$ cat config.mk
export PLATFORM = sky130hd
export DESIGN_NAME = gasc_shelf
export DESIGN_NICKNAME = d
export VERILOG_FILES = /design/src/sv/gasc_pkg.sv /design/src/sv/gasc_shelf.sv
export SDC_FILE = /design/constraint.sdc
export NUM_CORES = 1
export LEC_CHECK = 0
export BUFFER_PORTS_ARGS = -buffer_cell sky130_fd_sc_hd__buf_4
export CAP_MARGIN = 40
export CELL_PAD_IN_SITES_DETAIL_PLACEMENT = 0
export CELL_PAD_IN_SITES_GLOBAL_PLACEMENT = 1
export CORE_ASPECT_RATIO = 2
export CORE_MARGIN = 10
export CORE_UTILIZATION = 45
export CTS_CLUSTER_SIZE = 12
export DETAILED_ROUTE_END_ITERATION = 12
export GPL_TIMING_DRIVEN = 0
export MAX_ROUTING_LAYER = met4
export PLACE_DENSITY_LB_ADDON = 0.3
export SYNTH_ARGS = -nofsm -noshare
export SYNTH_HDL_FRONTEND = slang
export SYNTH_SLANG_ARGS = --single-unit
$ cat constraint.sdc
create_clock -name clk -period 5.8 [get_ports clk]
set_clock_uncertainty 0.2 [all_clocks]
set_input_delay 0.29 -clock clk [delete_from_list [all_inputs] [get_ports clk]]
set_output_delay 0.29 -clock clk [all_outputs]
set_load 0.02 [all_outputs]
$ cat src/sv/gasc_pkg.sv
// ----------------------------------------------------------------------------
// Glyph atlas shelf cache package
// Shared types, result codes, register indexes and reset values.
// ----------------------------------------------------------------------------
`timescale 1ns / 1ps
`default_nettype none

package gasc_pkg;

  // result codes
  typedef enum logic [1:0] {
    ST_HIT        = 2'd0,
    ST_PLACED     = 2'd1,
    ST_ATLAS_FULL = 2'd2,
    ST_TABLE_FULL = 2'd3
  } status_t;

  // configuration register indexes
  localparam logic [1:0] REG_ATLAS_WIDTH = 2'd0;
  localparam logic [1:0] REG_START_HEIGHT = 2'd1;
  localparam logic [1:0] REG_MAX_HEIGHT = 2'd2;

  localparam logic [12:0] RESET_ATLAS_WIDTH = 13'd1024;
  localparam logic [14:0] RESET_START_HEIGHT = 15'd1024;
  localparam logic [14:0] RESET_MAX_HEIGHT = 15'd8192;

  localparam logic [12:0] SAT_X = 13'h1fff;
  localparam logic [14:0] SAT_Y = 15'h7fff;

  typedef enum logic [2:0] {
    S_IDLE,
    S_SEARCH,
    S_WRAP,
    S_PLACE,
    S_EMIT
  } state_t;

  // one stored glyph
  typedef struct packed {
    logic [20:0] char_code;
    logic [11:0] x;
    logic [13:0] y;
    logic [7:0]  w;
    logic [7:0]  h;
  } entry_t;

  typedef struct packed {
    logic        en;
    logic [1:0]  idx;
    logic [14:0] data;
  } cfg_wr_t;

  // sequencer to shelf allocator
  typedef struct packed {
    logic wrap;
    logic place;
  } shelf_ctl_t;

  // shelf allocator to sequencer
  typedef struct packed {
    logic [11:0] x;
    logic [13:0] y;
    logic        full;
  } shelf_pos_t;

endpackage

`default_nettype wire

$ cat src/sv/gasc_shelf.sv
// ----------------------------------------------------------------------------
// Shelf allocator
// Holds the configuration, the current shelf, the next-row mark and the atlas
// height, and places one glyph per place step.
// ----------------------------------------------------------------------------
`timescale 1ns / 1ps
`default_nettype none

module gasc_shelf (
  input  wire logic                 clk,
  input  wire logic                 rst,
  input  wire gasc_pkg::cfg_wr_t    cfg,
  input  wire gasc_pkg::shelf_ctl_t ctl,
  input  wire logic [7:0]           glyph_w,
  input  wire logic [7:0]           glyph_h,
  output gasc_pkg::shelf_pos_t      pos
);
  import gasc_pkg::*;

  logic [12:0] atlas_width;
  logic [14:0] max_height;
  logic [14:0] atlas_height;
  logic [12:0] shelf_x;
  logic [14:0] shelf_y;
  logic [14:0] next_row;

  logic [13:0] sum_x;
  logic [15:0] sum_y;
  logic [15:0] row_end;
  logic        wrap_needed;
  logic        grow_needed;
  logic [14:0] height_doubled;

  assign sum_x = {1'b0, shelf_x} + 14'(glyph_w) + 14'd1;
  assign sum_y = {1'b0, shelf_y} + 16'(glyph_h);
  assign row_end = sum_y + 16'd1;
  assign wrap_needed = sum_x >= {1'b0, atlas_width};
  assign grow_needed = sum_y >= {1'b0, atlas_height};
  // doubling past 15 bits saturates
  assign height_doubled = atlas_height[14] ? SAT_Y : {atlas_height[13:0], 1'b0};

  assign pos.x = shelf_x[11:0];
  assign pos.y = shelf_y[13:0];
  assign pos.full = grow_needed && (atlas_height >= max_height);

  always_ff @(posedge clk) begin
    if (rst) begin
      atlas_width <= RESET_ATLAS_WIDTH;
      max_height <= RESET_MAX_HEIGHT;
      atlas_height <= RESET_START_HEIGHT;
      shelf_x <= '0;
      shelf_y <= '0;
      next_row <= '0;
    end else begin
      if (cfg.en) begin
        unique case (cfg.idx)
          REG_ATLAS_WIDTH: atlas_width <= cfg.data[12:0];
          REG_START_HEIGHT: atlas_height <= cfg.data;
          REG_MAX_HEIGHT: max_height <= cfg.data;
          default: ;
        endcase
      end
      if (ctl.wrap && wrap_needed) begin
        shelf_x <= '0;
        shelf_y <= next_row;
      end
      if (ctl.place && !pos.full) begin
        if (grow_needed) begin
          atlas_height <= height_doubled;
        end
        if (row_end > {1'b0, next_row}) begin
          next_row <= row_end[15] ? SAT_Y : row_end[14:0];
        end
        shelf_x <= sum_x[13] ? SAT_X : sum_x[12:0];
      end
    end
  end

endmodule

`default_nettype wire

==> run_results.csv, run 1 <==
group,metric,value,unit
floorplan,dieHeight,186,um
floorplan,die_w,103,um
placed_design,dp_hpwl,14700,um
placed_design,gp_congestion,0.916,
floorplan,die-area,19200,sq um
timing,min_period,5.57,ns
timing,fmax,0.180,GHz
cells_and_area,final_util,0.535,
critical_path,cp-end-kind,"flop",
global_route,grtUsageMet1,0.189,
synthesis,synth_edf_count,0,
floorplan,ios,65,
synthesis,ys_ff_latch,86,
global_route,use_met2,0.363,
run_status,status,"completed",
clocking,cts.htree.levels,3,
timing,finalSetupViolations,0,
power_and_ir_drop,p_leak,3.04,nW
synthesis,async_reset_ff_frac,0,
critical_path,crit_type,"flop to flop",
synthesis,netlist.area_leader.share,0.277,
synthesis,synth.net_count,896,
critical_path,crit_start,"shelf_y[0]",
hold_path,hp-start,"cfg[14]",
cells_and_area,nets,971,
synthesis,ys_warn_count,0,
power_and_ir_drop,irDropWorstVdd,0.194,mV
global_route,grt_pass1_wl,28300,um
cells_and_area,syn_to_final_growth,16.4,%
detailed_routing,num_vias,5693,
global_route,grt_usage,0.195,
clocking,clkTransAtPathRegs,0.07,ns
detailed_routing,ant_nets,0,
synthesis,mappedNetlistArea,6210,sq um
power_and_ir_drop,powerDensity,310,nW/um^2
critical_path,timing.rr.start,"shelf_y[0]",
synthesis,synth.distinct_cells,63,
timing,post-route-period-util,0.960,
global_route,grt-ovfl-total,0,
floorplan,initial_core_util,0.460,
timing,slew_viol_final,0,
clocking,clock_path_buffers,2,
synthesis,netlist_top_cells_count,"129 x nand2_1, 87 x inv_1, 86 x dfxtp_1, 75 x ha_1, 63 x a21oi_1",
hold_path,holdCritPathClass,"input port to flop",
synthesis,syn_inst,781,
detailed_routing,via_per_inst,5.60,
critical_path,crit_path_max_fanout,10,
floorplan,coreArea,13500,sq um
timing,rsz0062_at_grt,"no",
detailed_routing,drc,0,
cells_and_area,n_antenna_cell,0,
detailed_routing,drt-total-wl,18000,um
global_route,antenna_found_initial,0,
clocking,postCtsSetupBuffers,0,
clocking,cts_tree,"built",
critical_path,start_kind,"flop",
synthesis,synth_top_area_cell,"dfxtp_1",
clocking,clk_latency,0.34,ns
critical_path,worstPathRequired,5.79,ns
global_route,busiest_layer,"met2",
floorplan,row_count,60,
synthesis,ys_seq_area_frac,0.277,
cells_and_area,fillers,1329,
cells_and_area,final_layout_size_suffix_gt1_frac,0.163,
synthesis,ys.flop_type,"dfxtp_1",
critical_path,critPathArrivalTime,5.56,ns
synthesis,synth_area_leaders,"dfxtp_1 28%, ha_1 15%, nand2_1 7.8%, inv_1 5.3%, a21oi_1 5.1%",
timing,finalHoldViolations,0,
clocking,numCtsBuffers,9,
detailed_routing,wire_per_inst,17.7,um
global_route,grt_max_degree,16,
clocking,numClockSinks,86,
synthesis,avgSynthCellArea,7.95,sq um
global_route,use_met3,0.0251,
detailed_routing,drtIter0Drc,241,
timing,worst_pin_slew,0.834,ns
placed_design,io_buffers,63,
synthesis,synth_most_common_cell,"nand2_1",
clocking,cts_root_buffer,"clkbuf_16",
global_route,grt_pass1_vias,5739,
power_and_ir_drop,finalPower,2.24,mW
run,drv_cap,0,
detailed_routing,first_pass_iters,5,
timing,tns,0,ns
timing,relSlewSlack,0.444,
## cell families after synthesis
group	Yosys count	share of synthesized area
AO/OA/AOI/OAI	182	0.210
XOR/XNOR	36	0.0508
flip-flops	86	0.277
adder cells (fa/ha/maj)	77	0.158
AND/OR/NAND/NOR	253	0.195
buffers and inverters	146	0.108
multiplexers	1	0.00161
## worst max-delay path, cell delays in order, from the launching register on
cell      delay, ns
dfxtp_1        0.33
ha_1           0.23
fa_1           0.42
a211oi_1       0.44
nor2_1         0.14
a211oi_2       0.52
nor3b_1        0.10
a31o_2         0.24
and4bb_2       0.25
xnor2_1        0.31
inv_1          0.08
ha_1           0.30
nand4_1        0.26
a21oi_1        0.34
nor3_1         0.07
o21ai_0        0.17
o211ai_1       0.18
nor4_4         0.44
buf_4          0.31
a221oi_2       0.08
## state kept, by name (all words and copies together), names as in the netlist
register,cells
max_height,15
shelf_x,13
shelf_y,15
atlas_width,13
next_row,15
atlas_height,15
## timing repair
| item | CTS | global route |
|---|---|---|
| resized for setup | 0 | 2 |
| endpoints found under the hold margin | 1 | 0 |
| hold buffers | 1 | 0 |
| setup endpoints to repair | 0 | 10 |
## layout by cell type, fill, tap and decap left out, types with 26 or more instances in the layout
cell,count
inv_1,87
buf_4,90
ha_1,75
dfxtp_1,86
nor3_1,29
nand2_1,129
nor2_1,29
xnor2_1,26
a21oi_1,63
clkbuf_1,27
## metal layers
layer	share of wire	up-vias	wire length [um]
met5	0	-	0
met4	0.042	0	763
met3	0.037	38	660
met2	0.56	134	10100
met1	0.36	2675	6460
li1	-	2846	-
## final cells by class
class	count	area [sq um]	share of cell area
multi-input combinational	549	3830	0.530
sequential	86	1720	0.238
timing repair buffer	64	483	0.0668
buffer	59	342	0.0473
inverter	87	327	0.0452
clock buffer	10	239	0.0331
tap	155	194	0.0268
clock inverter	6	92.6	0.0128
## path summary, 6_finish.rpt
check / to / slack, ns / cells after the start
setup / recovery: next_row[11] / 0.23 / 19
hold / removal: max_height[14] / 0.02 / 3
setup reg to reg: next_row[11] / 0.23 / 19
hold reg to reg: atlas_width[11] / 0.25 / 2
## metrics by stage
stage | worst slack (ns) | instance area, sq um | instances | hold WS [ns]
floorplan | 1.24 | 6210 | 781 | 0.226
finish | 0.231 | 7230 | 1016 | 0.0175
detailed placement | 0.223 | 6880 | 999 | 0.245
CTS | 0.303 | 7220 | 1016 | 0.0100
global placement | 0.245 | 6880 | 999 | 0.238
global route | 0.0438 | 7230 | 1016 | 0.0114
## power by group
group          leakage (nW)  switching (mW)  internal (mW)
registers             0.701          0.0591          0.671
logic                  2.18           0.496          0.365
clock network         0.156           0.254          0.392
Note: power is estimated with default switching activity, not from simulation.
==> run 2, diff against run 1 <==
==> constraint.sdc (replaced) <==
create_clock -name clk -period 5.8 [get_ports clk]
set_clock_uncertainty 0.2 [all_clocks]
set_input_delay 0 -clock clk [delete_from_list [all_inputs] [get_ports clk]]
set_output_delay 0 -clock clk [all_outputs]
set_load 0.02 [all_outputs]
==> run_results.csv, run 2 (synthesis gave the netlist of run 1 again) <==
group,metric,value,unit
run_status,status,"completed",
clocking,clock_path_buffers,2,
critical_path,critPathArrivalTime,5.53,ns
detailed_routing,wire_per_inst,17.5,um
detailed_routing,first_pass_iters,4,
power_and_ir_drop,p_leak,3.13,nW
cells_and_area,syn_to_final_growth,19.7,%
critical_path,crit_path_max_fanout,10,
detailed_routing,num_vias,5765,
timing,fmax,0.181,GHz
timing,worst_pin_slew,0.849,ns
critical_path,cp-end-kind,"flop",
clocking,clkTransAtPathRegs,0.07,ns
floorplan,die_w,103,um
detailed_routing,drc,0,
timing,slew_viol_final,0,
placed_design,io_buffers,63,
floorplan,ios,65,
global_route,grtUsageMet1,0.191,
timing,tns,0,ns
floorplan,coreArea,13500,sq um
global_route,grt_pass1_vias,5851,
global_route,use_met3,0.0251,
clocking,numCtsBuffers,9,
cells_and_area,final_layout_size_suffix_gt1_frac,0.159,
timing,finalSetupViolations,0,
cells_and_area,final_cell_mix,"129 x nand2_1, 90 x buf_4, 87 x inv_1, 86 x dfxtp_1, 75 x ha_1",
global_route,use_met2,0.366,
timing,finalHoldViolations,0,
cells_and_area,n_antenna_cell,0,
clocking,numClockSinks,86,
critical_path,start_kind,"input port",
run,drv_cap,0,
critical_path,crit_type,"input port to flop",
timing,rsz0062_at_grt,"no",
detailed_routing,drtIter0Drc,244,
cells_and_area,nets,992,
clocking,cts.htree.levels,3,
floorplan,dieHeight,186,um
detailed_routing,via_per_inst,5.56,
cells_and_area,seq_area,1720,sq um
power_and_ir_drop,finalPower,2.25,mW
clocking,cts_tree,"built",
timing,relSlewSlack,0.434,
global_route,grt_pass1_wl,28800,um
global_route,antenna_found_initial,0,
placed_design,gp_congestion,0.916,
placed_design,dp_hpwl,14700,um
cells_and_area,multiInputGateArea,3830,sq um
detailed_routing,drt-total-wl,18200,um
global_route,grt-ovfl-total,0,
critical_path,worstPathRequired,5.79,ns
clocking,clk_latency,0.34,ns
timing,min_period,5.54,ns
global_route,busiest_layer,"met2",
clocking,postCtsSetupBuffers,0,
detailed_routing,ant_nets,0,
cells_and_area,mostFrequentLayoutCell,"nand2_1",
global_route,grt_usage,0.198,
global_route,grt_max_degree,16,
cells_and_area,fillers,1300,
power_and_ir_drop,irDropWorstVdd,0.193,mV
floorplan,die-area,19200,sq um
floorplan,row_count,60,
clocking,cts_root_buffer,"clkbuf_16",
hold_path,holdCritPathClass,"input port to flop",
power_and_ir_drop,powerDensity,303,nW/um^2
floorplan,initial_core_util,0.460,
timing,post-route-period-util,0.955,
[run 2: changes by cell type in the layout (fill, tap and decap cells not counted)]
cell           delta
dlygate4sd3_1    +21
[run 2: stage by stage]
step	std cells	utilization	worst slack [ns]	hold WS [ns]	instance area (sq um)
final	1037	0.550	0.263	0.0459	7440
after floorplan	781	-	1.24	-0.0640	6210
after global routing	1037	0.550	0.0438	0.0844	7440
after CTS	1037	0.550	0.303	0.0440	7430
after global placement	999	0.509	0.349	0.0424	6880
after detailed placement	999	0.509	0.323	0.0482	6880
[run 2: routing by layer]
layer | up-vias | share of wire
li1 | 2890 | -
met1 | 2705 | 0.36
met2 | 127 | 0.56
met3 | 43 | 0.030
met4 | 0 | 0.047
met5 | - | 0
[run 2: critical path: stages]
cell	delay, ns
dlygate4sd3_1	0.53
buf_4	0.13
ha_1	0.23
fa_1	0.42
a211oi_1	0.42
nor2_1	0.13
a211oi_2	0.51
nor3b_1	0.10
a31o_2	0.24
and4bb_2	0.25
xnor2_1	0.31
inv_1	0.08
ha_1	0.30
nand4_1	0.25
a21oi_1	0.34
nor3_1	0.07
o21ai_0	0.17
o211ai_1	0.18
nor4_4	0.44
buf_4	0.31
a221oi_2	0.08
[run 2: path summary, 6_finish.rpt]
| check | start | endpoint | slack, ns | cells after the start |
|---|---|---|---|---|
| setup / recovery | glyph_h[0] | next_row[11] | 0.26 | 21 |
| hold / removal | ctl[0] | next_row[0] | 0.05 | 4 |
| setup reg to reg | shelf_y[0] | next_row[11] | 0.27 | 19 |
| hold reg to reg | next_row[5] | shelf_y[5] | 0.25 | 2 |
[run 2: final cells by class]
cell class | count | area share
multi-input cells | 549 | 0.515
clock inverters | 6 | 0.0125
flip-flops and latches | 86 | 0.232
clock buffers | 10 | 0.0321
repair buffers | 85 | 0.0932
plain buffers | 59 | 0.0459
inverters | 87 | 0.0439
well taps | 155 | 0.0261
[run 2: repair_timing]
item                                    4_1_cts  5_1_grt
hold buffers                                 22        0
gates resized for setup                       0        2
hold endpoints to repair                     50        0
endpoints found under the setup margin        0       10
[run 2: power breakdown]
part,internal (mW),leakage (nW),total (mW),switching [mW]
Combinational,0.374,2.27,0.874,0.500
Sequential,0.671,0.701,0.730,0.0591
Clock,0.392,0.156,0.646,0.253
Total,1.44,3.13,2.25,0.813
==> run 3, diff against run 2 <==
CORE_UTILIZATION = 46   (was 45)
CTS_BUF_LIST = sky130_fd_sc_hd__clkbuf_4 sky130_fd_sc_hd__clkbuf_8   (was default)
==> run_results.csv, run 3 (synthesis gave the netlist of run 1 again) <==
group,metric,value,unit
timing,rsz0062_at_grt,"no",
floorplan,dieHeight,184,um
critical_path,cpPeakStageDelay,0.44,ns
placed_design,pre_cts_slack,0.276,ns
critical_path,path_buf_inv,2,
placed_design,dp.cells,999,
power_and_ir_drop,clkPwrFrac,0.258,
global_route,grt_usage,0.203,
detailed_routing,wire_per_inst,17.2,um
power_and_ir_drop,irDropWorstVdd,0.209,mV
critical_path,crit_type,"flop to flop",
power_and_ir_drop,switching_share,0.360,
floorplan,initial_core_util,0.465,
timing,fmax,0.185,GHz
clocking,cts_root_buffer,"clkbuf_8",
global_route,grt_max_degree,14,
clocking,clkTransAtPathRegs,0.09,ns
floorplan,die_w,102,um
detailed_routing,drtIter0Drc,195,
power_and_ir_drop,finalPower,2.16,mW
cells_and_area,n_antenna_cell,0,
critical_path,crit_path_max_fanout,10,
cells_and_area,final_cell_mix,"129 x nand2_1, 90 x buf_4, 87 x inv_1, 86 x dfxtp_1, 75 x ha_1",
placed_design,dp_hpwl,14500,um
detailed_routing,drt-total-wl,17900,um
detailed_routing,drc,0,
critical_path,worstPathRequired,5.80,ns
timing,post-route-period-util,0.934,
run_status,status,"completed",
floorplan,ios,65,
floorplan,row_count,60,
cells_and_area,final_layout_size_suffix_gt1_frac,0.157,
timing,finalSetupViolations,0,
cells_and_area,nets,998,
power_and_ir_drop,p_comb_frac,0.406,
detailed_routing,num_vias,5687,
power_and_ir_drop,powerDensity,291,nW/um^2
critical_path,path_cells,"ha_1 -> fa_1 -> a211oi_2 -> nor2_1 -> a211oi_4 -> nor3b_1 -> a31o_2 -> and4bb_2 -> xnor2_1 -> inv_1 -> ha_1 -> nand4_1 -> a211oi_1 -> nor3_1 -> o21ai_0 -> o211ai_1 -> nor4_4 -> buf_4 -> a221oi_2",
timing,tns,0,ns
critical_path,critPathArrivalTime,5.42,ns
timing,finalHoldViolations,0,
clocking,numClockSinks,86,
timing,min_period,5.42,ns
timing,relSlewSlack,0.463,
timing,worst_slack,0.385,ns
cells_and_area,mostFrequentLayoutCell,"nand2_1",
clocking,cts.htree.levels,3,
power_and_ir_drop,p_leak,3.14,nW
detailed_routing,ant_nets,0,
detailed_routing,via_per_inst,5.46,
floorplan,die-area,18800,sq um
clocking,cts_tree,"built",
critical_path,cpMostUsedCell,"ha_1",
detailed_routing,first_pass_iters,4,
cells_and_area,stdcell_count,1041,
hold_path,holdCritPathClass,"input port to flop",
critical_path,critPathSlowestCell,"fa_1",
placed_design,io_buffers,63,
power_and_ir_drop,seq_power_share,0.336,
global_route,grt-ovfl-total,0,
timing,worst_pin_slew,0.805,ns
clocking,clock_path_buffers,2,
run,drv_cap,0,
critical_path,start_kind,"flop",
power_and_ir_drop,p_int,1.38,mW
clocking,numCtsBuffers,9,
critical_path,cp-end-kind,"flop",
timing,hold_ws,0.0269,ns
clocking,clk_latency,0.36,ns
global_route,antenna_found_initial,0,
cells_and_area,syn_to_final_growth,19.7,%
global_route,grt_pass1_vias,6058,
critical_path,cpLargestDelayFamily,"compound AO/OA/AOI/OAI gates",
floorplan,coreArea,13400,sq um
placed_design,gp_congestion,0.908,
timing,slew_viol_final,0,
global_route,grt_pass1_wl,29500,um
power_and_ir_drop,p_switching,0.780,mW
## run 3: path summary, 6_finish.rpt
| path | start | end | slack, ns | cells after the start |
|---|---|---|---|---|
| setup / recovery | shelf_y[0] | next_row[4] | 0.38 | 19 |
| hold / removal | ctl[0] | shelf_x[9] | 0.03 | 4 |
| setup reg to reg | shelf_y[0] | next_row[4] | 0.38 | 19 |
| hold reg to reg | next_row[6] | shelf_y[6] | 0.25 | 2 |
## run 3: power by group through the flow
| stage | sequential (mW) | clock (mW) | combinational, mW |
|---|---|---|---|
| global route | 0.738 | 0.590 | 0.984 |
| global placement | 0.740 | 0 | 0.828 |
| finish | 0.727 | 0.559 | 0.878 |
| CTS | 0.727 | 0.565 | 0.875 |
| detailed placement | 0.741 | 0 | 0.854 |
| floorplan | 0.723 | 0 | 0.629 |
## run 3: routing by layer
layer,global-route usage,share of wire,vias up
met5,-,0,-
met4,0.108,0.046,0
met3,0.0266,0.031,41
met2,0.376,0.56,117
met1,0.195,0.37,2635
li1,-,-,2894
## run 3: layout make-up
| class | instances | area [sq um] |
|---|---|---|
| buffer | 59 | 342 |
| clock buffer | 10 | 138 |
| clock inverter | 4 | 120 |
| fill | 1294 | 5930 |
| inverter | 87 | 327 |
| multi-input combinational | 549 | 3840 |
| sequential | 86 | 1720 |
| tap | 155 | 194 |
| timing repair buffer | 91 | 753 |
## run 3: repair_timing
action / 4_1_cts / 5_1_grt
setup buffers: 0 / 0
hold buffers: 28 / 0
endpoints found under the setup margin: 0 / 15
hold endpoints to repair: 53 / 0
resized for setup: 0 / 3
## run 3: stage by stage
| stage | utilization | area (sq um) |
|---|---|---|
| detailed placement | 0.515 | 6880 |
| finish | 0.556 | 7430 |
| global placement | 0.515 | 6880 |
| floorplan | - | 6210 |
| CTS | 0.555 | 7410 |
| global route | 0.556 | 7430 |
## run 3: worst register-to-register path: stages (launching register included)
cell and delay, ns:
dfxtp_1 0.33, ha_1 0.23, fa_1 0.44, a211oi_2 0.32, nor2_1 0.13, a211oi_4 0.40, nor3b_1 0.09, a31o_2 0.24
and4bb_2 0.25, xnor2_1 0.34, inv_1 0.09, ha_1 0.31, nand4_1 0.26, a211oi_1 0.34, nor3_1 0.09, o21ai_0 0.17
o211ai_1 0.19, nor4_4 0.44, buf_4 0.31, a221oi_2 0.09
